==> config.mk <==
export PLATFORM = sky130hd
export DESIGN_NAME = dns_query_parser_flat
export DESIGN_NICKNAME = d
export VERILOG_FILES = /design/src/hdl/dqp_pkg.sv /design/src/hdl/dqp_if.sv /design/src/hdl/dqp_core.sv /design/src/hdl/dqp_out_queue.sv /design/src/hdl/dns_query_parser.sv /design/src/flat_wrapper.sv
export SDC_FILE = /design/constraint.sdc
export NUM_CORES = 1
export LEC_CHECK = 0
export ABC_AREA = 1
export BUFFER_PORTS_ARGS = -buffer_cell sky130_fd_sc_hd__buf_2
export CAP_MARGIN = 20
export CORE_UTILIZATION = 35
export CTS_BUF_LIST = sky130_fd_sc_hd__clkbuf_16
export DETAILED_ROUTE_END_ITERATION = 6
export HOLD_SLACK_MARGIN = 0.12
export PLACE_DENSITY = 0.54
export SKIP_CTS_REPAIR_TIMING = 1
export SLEW_MARGIN = 20
export SYNTH_ARGS = -nofsm -noshare
export SYNTH_HDL_FRONTEND = slang
export SYNTH_SLANG_ARGS = --single-unit
==> constraint.sdc <==
create_clock -name clk -period 5.16 [get_ports clk]
set_clock_uncertainty 0.15 [all_clocks]
set_input_delay 0.774 -clock clk [delete_from_list [all_inputs] [get_ports clk]]
set_output_delay 0.774 -clock clk [all_outputs]
set_load 0.05 [all_outputs]
==> src/hdl/dqp_pkg.sv <==
// Shared types, codes and result builders for the DNS query parser.
// No dependencies; compiled first.
`timescale 1ns / 1ps

package dqp_pkg;

  localparam int DQP_NAME_LIMIT = 255;
  localparam int DQP_QDEPTH     = 4;

  typedef enum logic [1:0] {
    PH_HEADER,
    PH_NAME,
    PH_TAIL,
    PH_DROP
  } dqp_phase_t;

  localparam logic [2:0] KIND_HEADER   = 3'd0;
  localparam logic [2:0] KIND_CHAR     = 3'd1;
  localparam logic [2:0] KIND_QDONE    = 3'd2;
  localparam logic [2:0] KIND_ERROR    = 3'd3;
  localparam logic [2:0] KIND_MSG_DONE = 3'd4;

  localparam logic [15:0] ERR_RECORDS  = 16'd0;
  localparam logic [15:0] ERR_TOO_LONG = 16'd1;
  localparam logic [15:0] ERR_TRUNC    = 16'd2;

  localparam logic [3:0]  HDR_LAST_IDX = 4'd11;
  localparam logic [7:0]  LABEL_MAX    = 8'd63;
  localparam logic [15:0] DOT_CHAR     = 16'h002E;

  typedef struct packed {
    logic [2:0]  kind;
    logic [15:0] msg_id;
    logic        qr_bit;
    logic [3:0]  opcode;
    logic        aa_bit;
    logic        tc_bit;
    logic        rd_bit;
    logic        ra_bit;
    logic [3:0]  rcode;
    logic [15:0] question_count;
    logic [15:0] value;
    logic [15:0] query_class;
  } dqp_result_t;

  // up to two results produced by one accepted byte
  typedef struct packed {
    logic [1:0]  cnt;
    dqp_result_t first;
    dqp_result_t second;
  } dqp_push_t;

  function automatic dqp_result_t mk_plain(logic [2:0] kind, logic [15:0] value,
                                           logic [15:0] cls);
    dqp_result_t r;
    r             = '0;
    r.kind        = kind;
    r.value       = value;
    r.query_class = cls;
    return r;
  endfunction

  // s holds header bytes 0..5: id, flags, qdcount
  function automatic dqp_result_t mk_header(logic [47:0] s);
    dqp_result_t r;
    r                = '0;
    r.kind           = KIND_HEADER;
    r.msg_id         = s[47:32];
    r.qr_bit         = s[31];
    r.opcode         = s[30:27];
    r.aa_bit         = s[26];
    r.tc_bit         = s[25];
    r.rd_bit         = s[24];
    r.ra_bit         = s[23];
    r.rcode          = s[19:16];
    r.question_count = s[15:0];
    return r;
  endfunction

endpackage

==> src/hdl/dqp_if.sv <==
// Valid/ready channel interfaces: packet bytes in, parse results out.
// No dependencies.
`timescale 1ns / 1ps

interface dqp_in_if;
  logic       valid;
  logic       ready;
  logic [7:0] data_byte;
  logic       packet_end;

  modport source (output valid, output data_byte, output packet_end, input ready);
  modport sink   (input valid, input data_byte, input packet_end, output ready);
endinterface

interface dqp_out_if;
  logic        valid;
  logic        ready;
  logic [2:0]  kind;
  logic [15:0] msg_id;
  logic        qr_bit;
  logic [3:0]  opcode;
  logic        aa_bit;
  logic        tc_bit;
  logic        rd_bit;
  logic        ra_bit;
  logic [3:0]  rcode;
  logic [15:0] question_count;
  logic [15:0] value;
  logic [15:0] query_class;

  modport source (output valid, output kind, output msg_id, output qr_bit, output opcode,
                  output aa_bit, output tc_bit, output rd_bit, output ra_bit,
                  output rcode, output question_count, output value,
                  output query_class, input ready);
  modport sink   (input valid, input kind, input msg_id, input qr_bit, input opcode,
                  input aa_bit, input tc_bit, input rd_bit, input ra_bit,
                  input rcode, input question_count, input value,
                  input query_class, output ready);
endinterface

==> src/hdl/dqp_core.sv <==
// Parser state machine: consumes one packet byte per accepted word and
// produces zero to two results for it. Depends on dqp_pkg.
`timescale 1ns / 1ps

module dqp_core #(
  parameter int NAME_LIMIT = dqp_pkg::DQP_NAME_LIMIT
) (
  input  logic              clk,
  input  logic              rst_n,
  input  logic              fire,
  input  logic [7:0]        data_byte,
  input  logic              packet_end,
  output dqp_pkg::dqp_push_t push
);
  import dqp_pkg::*;

  localparam logic [7:0] LAST_POS = 8'(NAME_LIMIT - 1);

  dqp_phase_t  phase_r, phase_nxt, ph_mid;
  logic [3:0]  hdr_idx_r, hdr_idx_nxt;
  logic [47:0] hdr_store_r, hdr_store_nxt;
  logic        rec_r, rec_nxt;
  logic [15:0] q_left_r, q_left_nxt;
  logic [7:0]  name_pos_r, name_pos_nxt;
  logic [1:0]  tail_idx_r, tail_idx_nxt;
  logic [23:0] tc_r, tc_nxt;

  dqp_result_t res_a, res_b;
  logic [1:0]  n;

  // next state
  always_comb begin
    phase_nxt     = phase_r;
    hdr_idx_nxt   = hdr_idx_r;
    hdr_store_nxt = hdr_store_r;
    rec_nxt       = rec_r;
    q_left_nxt    = q_left_r;
    name_pos_nxt  = name_pos_r;
    tail_idx_nxt  = tail_idx_r;
    tc_nxt        = tc_r;
    ph_mid        = phase_r;
    if (fire) begin
      case (phase_r)
        PH_HEADER: begin
          if (hdr_idx_r < 4'd6) begin
            hdr_store_nxt = {hdr_store_r[39:0], data_byte};
          end
          rec_nxt = ((hdr_idx_r == 4'd0) ? 1'b0 : rec_r) |
                    ((hdr_idx_r inside {[4'd6:4'd9]}) && (data_byte != 8'd0));
          hdr_idx_nxt = hdr_idx_r + 4'd1;
          if (hdr_idx_r == HDR_LAST_IDX) begin
            hdr_idx_nxt = 4'd0;
            if (rec_r) begin
              phase_nxt = PH_DROP;
            end else begin
              q_left_nxt = hdr_store_r[15:0];
              if (hdr_store_r[15:0] == 16'd0) begin
                phase_nxt = PH_DROP;
              end else begin
                phase_nxt    = PH_NAME;
                name_pos_nxt = 8'd0;
              end
            end
          end
        end
        PH_NAME: begin
          if (name_pos_r == 8'd0) begin
            name_pos_nxt = 8'd1;
          end else if (data_byte == 8'd0) begin
            phase_nxt    = PH_TAIL;
            tail_idx_nxt = 2'd0;
          end else if (name_pos_r >= LAST_POS) begin
            phase_nxt = PH_DROP;
          end else begin
            name_pos_nxt = name_pos_r + 8'd1;
          end
        end
        PH_TAIL: begin
          tc_nxt = {tc_r[15:0], data_byte};
          if (tail_idx_r == 2'd3) begin
            tail_idx_nxt = 2'd0;
            q_left_nxt   = q_left_r - 16'd1;
            if (q_left_r == 16'd1) begin
              phase_nxt = PH_DROP;
            end else begin
              phase_nxt    = PH_NAME;
              name_pos_nxt = 8'd0;
            end
          end else begin
            tail_idx_nxt = tail_idx_r + 2'd1;
          end
        end
        default: begin
        end
      endcase
      ph_mid = phase_nxt;
      if (packet_end) begin
        phase_nxt    = PH_HEADER;
        hdr_idx_nxt  = 4'd0;
        name_pos_nxt = 8'd0;
        tail_idx_nxt = 2'd0;
      end
    end
  end

  // results for the accepted byte
  always_comb begin
    res_a = '0;
    res_b = '0;
    n     = 2'd0;
    if (fire) begin
      case (phase_r)
        PH_HEADER: begin
          if (hdr_idx_r == HDR_LAST_IDX) begin
            res_a = mk_header(hdr_store_r);
            n     = 2'd1;
            if (rec_r) begin
              res_b = mk_plain(KIND_ERROR, ERR_RECORDS, 16'd0);
              n     = 2'd2;
            end else if (hdr_store_r[15:0] == 16'd0) begin
              res_b = mk_plain(KIND_MSG_DONE, 16'd0, 16'd0);
              n     = 2'd2;
            end
          end
        end
        PH_NAME: begin
          if (name_pos_r != 8'd0 && data_byte != 8'd0) begin
            res_a = mk_plain(KIND_CHAR,
                             (data_byte <= LABEL_MAX) ? DOT_CHAR : {8'd0, data_byte},
                             16'd0);
            n     = 2'd1;
            if (name_pos_r >= LAST_POS) begin
              res_b = mk_plain(KIND_ERROR, ERR_TOO_LONG, 16'd0);
              n     = 2'd2;
            end
          end
        end
        PH_TAIL: begin
          if (tail_idx_r == 2'd3) begin
            res_a = mk_plain(KIND_QDONE, tc_r[23:8], {tc_r[7:0], data_byte});
            n     = 2'd1;
            if (q_left_r == 16'd1) begin
              res_b = mk_plain(KIND_MSG_DONE, 16'd0, 16'd0);
              n     = 2'd2;
            end
          end
        end
        default: begin
        end
      endcase
      if (packet_end && ph_mid != PH_DROP) begin
        if (n == 2'd0) begin
          res_a = mk_plain(KIND_ERROR, ERR_TRUNC, 16'd0);
          n     = 2'd1;
        end else begin
          res_b = mk_plain(KIND_ERROR, ERR_TRUNC, 16'd0);
          n     = 2'd2;
        end
      end
    end
  end

  assign push = '{cnt: n, first: res_a, second: res_b};

  always_ff @(posedge clk) begin
    if (!rst_n) begin
      phase_r    <= PH_HEADER;
      hdr_idx_r  <= 4'd0;
      rec_r      <= 1'b0;
      q_left_r   <= 16'd0;
      name_pos_r <= 8'd0;
      tail_idx_r <= 2'd0;
    end else begin
      phase_r    <= phase_nxt;
      hdr_idx_r  <= hdr_idx_nxt;
      rec_r      <= rec_nxt;
      q_left_r   <= q_left_nxt;
      name_pos_r <= name_pos_nxt;
      tail_idx_r <= tail_idx_nxt;
    end
  end

  always_ff @(posedge clk) begin
    hdr_store_r <= hdr_store_nxt;
    tc_r        <= tc_nxt;
  end

`ifndef ASSERT_OFF
  a_end_rearms: assert property (@(posedge clk) disable iff (!rst_n)
    fire && packet_end |=> phase_r == PH_HEADER && hdr_idx_r == 4'd0)
    else $error("packet end did not return parser to header phase");

  a_drop_silent: assert property (@(posedge clk) disable iff (!rst_n)
    fire && phase_r == PH_DROP && !packet_end |-> push.cnt == 2'd0)
    else $error("result produced while dropping bytes");

  a_hdr_idx_range: assert property (@(posedge clk) disable iff (!rst_n)
    hdr_idx_r <= HDR_LAST_IDX)
    else $error("header byte index out of range");
`endif

endmodule

==> src/hdl/dqp_out_queue.sv <==
// Shifting result queue: takes up to two results per cycle, presents the
// oldest at a fixed head slot. Depends on dqp_pkg.
`timescale 1ns / 1ps

module dqp_out_queue (
  input  logic                 clk,
  input  logic                 rst_n,
  input  dqp_pkg::dqp_push_t   push,
  input  logic                 pop,
  output dqp_pkg::dqp_result_t head,
  output logic                 head_valid,
  output logic                 room
);
  import dqp_pkg::*;

  localparam int CW = $clog2(DQP_QDEPTH + 1);
  localparam int IW = $clog2(DQP_QDEPTH);

  dqp_result_t q_r   [DQP_QDEPTH];
  dqp_result_t q_nxt [DQP_QDEPTH];
  logic [CW-1:0] cnt_r, cnt_nxt, cnt_mid;
  logic [IW-1:0] wr_idx;

  always_comb begin
    q_nxt   = q_r;
    cnt_mid = cnt_r;
    if (pop && cnt_r != '0) begin
      for (int i = 0; i < DQP_QDEPTH - 1; i++) begin
        q_nxt[i] = q_r[i+1];
      end
      cnt_mid = cnt_r - CW'(1);
    end
    wr_idx = cnt_mid[IW-1:0];
    if (push.cnt != 2'd0) begin
      q_nxt[wr_idx] = push.first;
    end
    if (push.cnt == 2'd2) begin
      q_nxt[wr_idx + IW'(1)] = push.second;
    end
    cnt_nxt = cnt_mid + CW'(push.cnt);
  end

  assign head       = q_r[0];
  assign head_valid = (cnt_r != '0);
  assign room       = (cnt_r <= CW'(DQP_QDEPTH - 2));

  always_ff @(posedge clk) begin
    if (!rst_n) begin
      cnt_r <= '0;
    end else begin
      cnt_r <= cnt_nxt;
    end
  end

  always_ff @(posedge clk) begin
    q_r <= q_nxt;
  end

`ifndef ASSERT_OFF
  a_no_overflow: assert property (@(posedge clk) disable iff (!rst_n)
    push.cnt != 2'd0 |-> cnt_r <= CW'(DQP_QDEPTH - 2))
    else $error("result queue written without room");

  a_pop_drains: assert property (@(posedge clk) disable iff (!rst_n)
    pop && head_valid && push.cnt == 2'd0 |=> cnt_r == CW'($past(cnt_r) - CW'(1)))
    else $error("result queue count wrong after pop");
`endif

endmodule

==> src/hdl/dns_query_parser.sv <==
// Top level of the DNS query parser: byte channel in, result channel out.
// Depends on dqp_pkg, dqp_if, dqp_core and dqp_out_queue.
//
// Accepts one packet byte per cycle (packet_end on the last) and emits zero
// to two result words per byte: header, name characters, question done,
// message done and error codes. Results pass through a registered 4-entry
// result queue, one result word per cycle while out_chan.ready is high;
// the input takes a byte whenever the queue has two free entries, so the
// input rate is one byte per cycle while the output keeps up and only
// bytes with two results can stall it. No clearing after reset.
`timescale 1ns / 1ps

module dns_query_parser #(
  parameter int NAME_LIMIT = dqp_pkg::DQP_NAME_LIMIT
) (
  input  logic       clk,
  input  logic       rst_n,
  dqp_in_if.sink     in_chan,
  dqp_out_if.source  out_chan
);
  import dqp_pkg::*;

  dqp_push_t   push;
  dqp_result_t head;
  logic        head_valid;
  logic        room;
  logic        fire;

  assign in_chan.ready = room;
  assign fire          = in_chan.valid & room;

  dqp_core #(
    .NAME_LIMIT (NAME_LIMIT)
  ) u_core (
    .clk        (clk),
    .rst_n      (rst_n),
    .fire       (fire),
    .data_byte  (in_chan.data_byte),
    .packet_end (in_chan.packet_end),
    .push       (push)
  );

  dqp_out_queue u_queue (
    .clk        (clk),
    .rst_n      (rst_n),
    .push       (push),
    .pop        (out_chan.ready),
    .head       (head),
    .head_valid (head_valid),
    .room       (room)
  );

  assign out_chan.valid          = head_valid;
  assign out_chan.kind           = head.kind;
  assign out_chan.msg_id         = head.msg_id;
  assign out_chan.qr_bit         = head.qr_bit;
  assign out_chan.opcode         = head.opcode;
  assign out_chan.aa_bit         = head.aa_bit;
  assign out_chan.tc_bit         = head.tc_bit;
  assign out_chan.rd_bit         = head.rd_bit;
  assign out_chan.ra_bit         = head.ra_bit;
  assign out_chan.rcode          = head.rcode;
  assign out_chan.question_count = head.question_count;
  assign out_chan.value          = head.value;
  assign out_chan.query_class    = head.query_class;

endmodule

==> src/flat_wrapper.sv <==
// flat-port wrapper written by rule: the top's interface ports become plain ports
module dns_query_parser_flat import dqp_pkg::*;
#(
  parameter int NAME_LIMIT = dqp_pkg::DQP_NAME_LIMIT
)
  (clk, rst_n, in_chan_valid, in_chan_data_byte, in_chan_packet_end, in_chan_ready, out_chan_valid, out_chan_kind, out_chan_msg_id, out_chan_qr_bit, out_chan_opcode, out_chan_aa_bit, out_chan_tc_bit, out_chan_rd_bit, out_chan_ra_bit, out_chan_rcode, out_chan_question_count, out_chan_value, out_chan_query_class, out_chan_ready);
  dqp_in_if in_chan_i ();
  dqp_out_if out_chan_i ();
  input  logic clk;
  input  logic rst_n;
  input wire logic [$bits(in_chan_i.valid)-1:0] in_chan_valid;
  input wire logic [$bits(in_chan_i.data_byte)-1:0] in_chan_data_byte;
  input wire logic [$bits(in_chan_i.packet_end)-1:0] in_chan_packet_end;
  output wire logic [$bits(in_chan_i.ready)-1:0] in_chan_ready;
  output wire logic [$bits(out_chan_i.valid)-1:0] out_chan_valid;
  output wire logic [$bits(out_chan_i.kind)-1:0] out_chan_kind;
  output wire logic [$bits(out_chan_i.msg_id)-1:0] out_chan_msg_id;
  output wire logic [$bits(out_chan_i.qr_bit)-1:0] out_chan_qr_bit;
  output wire logic [$bits(out_chan_i.opcode)-1:0] out_chan_opcode;
  output wire logic [$bits(out_chan_i.aa_bit)-1:0] out_chan_aa_bit;
  output wire logic [$bits(out_chan_i.tc_bit)-1:0] out_chan_tc_bit;
  output wire logic [$bits(out_chan_i.rd_bit)-1:0] out_chan_rd_bit;
  output wire logic [$bits(out_chan_i.ra_bit)-1:0] out_chan_ra_bit;
  output wire logic [$bits(out_chan_i.rcode)-1:0] out_chan_rcode;
  output wire logic [$bits(out_chan_i.question_count)-1:0] out_chan_question_count;
  output wire logic [$bits(out_chan_i.value)-1:0] out_chan_value;
  output wire logic [$bits(out_chan_i.query_class)-1:0] out_chan_query_class;
  input wire logic [$bits(out_chan_i.ready)-1:0] out_chan_ready;
  assign in_chan_i.valid = in_chan_valid;
  assign in_chan_i.data_byte = in_chan_data_byte;
  assign in_chan_i.packet_end = in_chan_packet_end;
  assign in_chan_ready = in_chan_i.ready;
  assign out_chan_valid = out_chan_i.valid;
  assign out_chan_kind = out_chan_i.kind;
  assign out_chan_msg_id = out_chan_i.msg_id;
  assign out_chan_qr_bit = out_chan_i.qr_bit;
  assign out_chan_opcode = out_chan_i.opcode;
  assign out_chan_aa_bit = out_chan_i.aa_bit;
  assign out_chan_tc_bit = out_chan_i.tc_bit;
  assign out_chan_rd_bit = out_chan_i.rd_bit;
  assign out_chan_ra_bit = out_chan_i.ra_bit;
  assign out_chan_rcode = out_chan_i.rcode;
  assign out_chan_question_count = out_chan_i.question_count;
  assign out_chan_value = out_chan_i.value;
  assign out_chan_query_class = out_chan_i.query_class;
  assign out_chan_i.ready = out_chan_ready;
  dns_query_parser #(.NAME_LIMIT(NAME_LIMIT)) u_core (.clk(clk), .rst_n(rst_n), .in_chan(in_chan_i), .out_chan(out_chan_i));
endmodule
==> results_dict.tcl, run 1 <==
set metrics [dict create \
    synth_top_cells_by_area "dfxtp_1 35%, mux2_2 13%, edfxtp_1 11%" \
    period_share_pct 76.8 \
    max_freq_mhz 252 \
    grt_util_all_layers_pct 19.0 \
    setup_ws_ps 1200 \
    rows 87 \
    cts_root_buf "clkbuf_16" \
    ff2ff_setup_slack_ps 1200 \
    synth-warning-count 0 \
    maxCapViolCount 0 \
    overflow 0 \
    synth-edff-count 72 \
    finalSetupViolCount 0 \
    tightest_slew_ps 1340 \
    drc_errors 0 \
    peakVddDrop_mv 0.534 \
    core_mm2 0.0568 \
    grt_pass1_vias 16200 \
    path_clk_slew_ps 60 \
    ant_nets 0 \
    wl_per_cell_um 18.1 \
    grt_max_degree 234 \
    synth_cells 2469 \
    synth_top_family_by_area "compound AO/OA/AOI/OAI gates" \
    synth_area_mm2 0.0203 \
    dr.pass1.iters 5 \
    numCtsBuffers 48 \
    avgSynthCellArea_um2 8.21 \
    clock_path_buffers 3 \
    synth_compound_area_share_pct 18.3 \
    drt-initial-drc-count 1047 \
    ys_seq_elements 428 \
    fp.dieW_um 243 \
    drv_slew 0 \
    cts_max_level 2 \
    finalHoldViolCount 0 \
    drive_above_1_share_pct 18.1 \
    crit_type "reg2reg" \
    grt_first_pass_wirelength_um 90300 \
    viasPerCell 5.20 \
    startpoint_type "flop" \
    fin_util_pct 39.0 \
    n_fill_cell 5746 \
    crit_required_ps 5460 \
    setup-tns-final_ps 0 \
    synth_top_cell_area_share_pct 35.2 \
    initial_utilization_pct 35.7 \
    yosysSeqAreaShare_pct 45.8 \
    place_ws_ps 1160 \
    synth_simple_gate_area_share_pct 13.0 \
    rsz0062_at_grt "false" \
    syn2layout_area_growth_pct 9.40 \
    antenna_found_initial 5 \
    wirelength_um 57600 \
    critical_path.max_fanout 80 \
    diodes 0 \
    cts_tree "done" \
    ios 95 \
    arrival_ps 4270 \
    hpwl_um 31500 \
    syn_nets 2497 \
    synthMuxAreaShare_pct 12.6 \
    post-synth-top-area-cell "dfxtp_1" \
    routabilityCongestion 0.819 \
    die_area_mm2 0.0589 \
    synthArstFlopShare_pct 0 \
    outcome "complete, no violations" \
    synthXorXnorAreaFrac_pct 0.346 \
    die_h_um 243 \
    synthFlopType "dfxtp_1" \
    relSlewSlack_pct 10.9 \
    hp-class "reg2reg" \
    synth_fa_ha_area_share_pct 0.963 \
    leakagePower_nw 9.49 \
    end_kind "flop" \
    vias 16500 \
    fin_nets 2413 \
    io_buffers 94 \
    power_density_mw_per_mm2 728 \
    final.min_clock_period_ps 3960 \
    synth.most_common_cell "nor2_1" \
    cts_sinks 428 \
    synthTopCellsByCount "451 x nor2_1, 356 x dfxtp_1, 349 x a21oi_1, 227 x mux2_2, 213 x o21ai_1" \
    clock_latency_ps 580 \
    synth.distinct_cells 40 \
]
-- worst paths after layout --
check | from | endpoint | cells past startpoint
worst min register to register | u_core.u_core.hdr_store_r[20] | u_core.u_core.hdr_store_r[28] | 0
worst min-delay path | u_core.u_core.hdr_store_r[20] | u_core.u_core.hdr_store_r[28] | 0
worst max-delay path | u_core.u_queue.cnt_r[0] | u_core.u_queue.q_r[206] | 9
worst max register to register | u_core.u_queue.cnt_r[0] | u_core.u_queue.q_r[206] | 9
-- sequential cells by signal, summed over array words and instances (netlist names) --
name                       cells
u_core.u_core.phase_r          2
u_core.u_queue.q_r           240
u_core.u_queue.cnt_r           3
u_core.u_core.hdr_idx_r        4
u_core.u_queue.head           80
u_core.u_core.tc_r            24
u_core.u_core.tail_idx_r       2
u_core.u_core.hdr_store_r     48
u_core.u_core.rec_r            1
u_core.u_core.q_left_r        16
u_core.u_core.name_pos_r       8
-- cell families after synthesis --
group,count (synthesis)
and+or+nand+nor,674
muxes,227
xor gates and xnor gates,8
AOI/OAI and AO/OA,723
buffers and inverters,394
adders and majority gates,15
DFF,428
-- cells in the final DEF (no fill, tap or decap), types with 2 or more instances in the layout --
cell and count:
clkbuf_16 48, nor2_1 445, buf_6 2, nor2_2 5
inv_1 150, clkinv_2 7, xnor2_1 2, o21ai_0 136
a221oi_1 2, nand2_2 9, nor4_1 3, o21ai_1 213
clkinv_1 11, o31ai_1 3, inv_2 9, xor2_1 6
nor2_4 6, buf_4 16, dfxtp_1 356, o211ai_1 3
nor3_1 10, mux2_2 227, a211oi_1 4, o2111ai_1 2
edfxtp_1 72, a31oi_1 2, buf_12 6, a21oi_1 349
nand3_1 50, ha_1 14, buf_2 94, nand2_1 142
-- critical path, stage by stage (launching register included) --
cell and delay (ps):
dfxtp_1 290, inv_1 120, ha_1 170, nand2_1 180
nand2_4 470, buf_4 750, buf_4 940, mux2_2 420
a21oi_1 130, nor2_1 80
-- through the flow --
stage               cell area [µm²]  hold WS (ps)  instances  total power (W)
floorplan                     20300           250       2469           0.0116
global placement              20700           252       3089           0.0128
detailed placement            20700           255       3089           0.0131
CTS                           22100           262       3177           0.0162
global route                  22200           275       3179           0.0172
finish                        22200           267       3179           0.0162
-- where the power goes --
part / switching [W] / internal [W]
sequential: 0.000740 / 0.00493
combinational: 0.00467 / 0.00270
clock: 0.00138 / 0.00173
-- final cells by class --
class / count / area, µm² / share of cell area [%]
Timing Repair Buffer: 119 / 761 / 3.43
Inverter: 141 / 531 / 2.39
Tap cell: 756 / 946 / 4.27
Clock inverter: 40 / 206 / 0.931
Sequential cell: 428 / 9290 / 41.9
Clock buffer: 48 / 1200 / 5.42
Multi-Input combinational cell: 1647 / 9240 / 41.7
-- per-layer routing --
| metal | GRT usage [%] | wire (µm) |
|---|---|---|
| met5 | 0 | 57 |
| met4 | 5.73 | 1250 |
| met3 | 3.79 | 2920 |
| met2 | 30.7 | 26200 |
| met1 | 25.5 | 27100 |
(Power assumes the default switching activity.)
==> inputs of run 2 (changes only) <==
clock period = 4 ns   (was 5.16 ns; I/O delays follow)
==> run 2 against run 1 <==
Compared with the run above:
- maximum frequency rose by 12%
- critical endpoint is now u_core.u_queue.q_r[177]
- setup slack got worse by 750 ps
- count of clock-buffer cells in the layout did not move
- sequential cell count did not move
- combinational power rose by 29%
- routed wire length rose by 0.81%
- utilization rose by 0.52 points
- sequential power rose by 29%
- sequential share of layout area fell by 0.56 points
- non-clock buffer count rose by 16
- final area rose by 1.3%
==> results_dict.tcl, run 2 (synthesis gave the netlist of run 1 again) <==
set metrics [dict create \
    hp-class "in2reg" \
    routabilityCongestion 0.855 \
    cts_sinks 428 \
    max_freq_mhz 281 \
    die_area_mm2 0.0589 \
    switchingPower_w 0.00880 \
    die_h_um 243 \
    maxCapViolCount 0 \
    grt_first_pass_wirelength_um 90300 \
    ios 95 \
    syn2layout_area_growth_pct 10.9 \
    path_clk_slew_ps 60 \
    final.min_clock_period_ps 3550 \
    swShare_pct 41.4 \
    fin_nets 2428 \
    cts_root_buf "clkbuf_16" \
    overflow 0 \
    largest_reg_flops 240 \
    layout_commonest_cell "nor2_1" \
    p_int_w 0.0124 \
    clock_latency_ps 590 \
    fp.dieW_um 243 \
    critical-path-max-stage-delay_ps 470 \
    cts_tree "done" \
    power_density_mw_per_mm2 945 \
    finalSetupViolCount 0 \
    n_fill_cell 5671 \
    leakagePower_nw 9.62 \
    diodes 0 \
    rsz0062_at_grt "false" \
    relSlewSlack_pct 34.0 \
    numCtsBuffers 47 \
    outcome "complete, no violations" \
    cts_max_level 2 \
    grt_pass1_vias 15700 \
    worstPathCellList "inv_1 > ha_1 > nor2_1 > nor2_1 > nand2_2 > inv_1 > nand2_1 > nand2_1 > nand2_1 > nand2_2 > a31oi_4 > buf_4 > buf_4 > nand3_1 > nand3_1 > nand2_1" \
    vias 16600 \
    pwr-share-comb_pct 44.9 \
    hpwl_um 32800 \
    antenna_found_initial 5 \
    ant_nets 0 \
    drt-initial-drc-count 1140 \
    dr.pass1.iters 6 \
    drive_above_1_share_pct 18.8 \
    wl_per_cell_um 18.2 \
    grt_util_all_layers_pct 19.1 \
    crit_required_ps 4320 \
    end_kind "flop" \
    rows 87 \
    peakVddDrop_mv 0.730 \
    cpMaxStageDelayCell "buf_4" \
    register_area_mm2 0.00929 \
    core_mm2 0.0568 \
    finalHoldViolCount 0 \
    cp_common_cell "nand2_1" \
    drc_errors 0 \
    setup-tns-final_ps 0 \
    multiInputGateArea_mm2 0.00923 \
    p_clk_share_pct 20.7 \
    fin_util_pct 39.5 \
    initial_utilization_pct 35.7 \
    wirelength_um 58100 \
    drv_slew 0 \
    critical_path.max_fanout 41 \
    viasPerCell 5.19 \
    crit_type "reg2reg" \
    arrival_ps 3880 \
    layout_common_cells "445 x nor2_1, 356 x dfxtp_1, 349 x a21oi_1" \
    period_share_pct 88.9 \
    io_buffers 94 \
    seqPwrFrac_pct 34.4 \
    startpoint_type "flop" \
    regMostFlops "u_core.u_queue.q_r" \
    tightest_slew_ps 990 \
    clock_path_buffers 3 \
    grt_max_degree 171 \
]
run 2: cell type report:
| cell class | count | area share, % |
|---|---|---|
| multi-input cells | 1647 | 41.1 |
| clock inverters | 38 | 1.51 |
| clock buffers | 48 | 5.35 |
| repair buffers | 135 | 4.18 |
| flip-flops and latches | 428 | 41.3 |
| well taps | 756 | 4.21 |
| inverters | 141 | 2.36 |
run 2: worst paths after layout:
kind | from | end | slack [ps] | depth (start not counted)
worst max register to register | u_core.u_queue.cnt_r[0] | u_core.u_queue.q_r[177] | 450 | 16
worst max-delay path | u_core.u_queue.cnt_r[0] | u_core.u_queue.q_r[177] | 450 | 16
worst min-delay path | in_chan_data_byte[4] | u_core.u_core.hdr_store_r[4] | 150 | 1
worst min register to register | u_core.u_core.hdr_store_r[21] | u_core.u_core.hdr_store_r[29] | 290 | 0
run 2: critical path: cells and delay by family (launching register included):
kind / cells / cell delay, ps
AOI/OAI and AO/OA: 1 / 280
adders and majority gates: 1 / 200
buffers and inverters: 4 / 1270
DFF: 1 / 310
and+or+nand+nor: 10 / 1190
run 2: per-layer routing:
layer | share of wire (%) | GRT usage, %
met4 | 2.0 | 5.72
met2 | 46 | 30.2
met1 | 47 | 26.1
met3 | 5.2 | 3.80
met5 | 0.12 | 0
run 2: through the flow:
stage | hold WS, ps | instance area (µm²) | power, W | cells | setup WS, ps
final | 146 | 22500 | 0.0212 | 3193 | 446
after global routing | 125 | 22500 | 0.0226 | 3193 | 132
after CTS | 53.4 | 22400 | 0.0214 | 3189 | 476
after detailed placement | 259 | 20900 | 0.0169 | 3103 | 510
after global placement | 256 | 20900 | 0.0166 | 3103 | 519
after floorplan | 250 | 20300 | 0.0150 | 2469 | 109
run 2: power by group through the flow:
stage | logic, W | clock network (W) | registers, W
after global routing | 0.0104 | 0.00466 | 0.00751
final | 0.00954 | 0.00439 | 0.00731
after floorplan | 0.00793 | 0 | 0.00708
after global placement | 0.00931 | 0 | 0.00734
after detailed placement | 0.00953 | 0 | 0.00741
after CTS | 0.00955 | 0.00449 | 0.00732
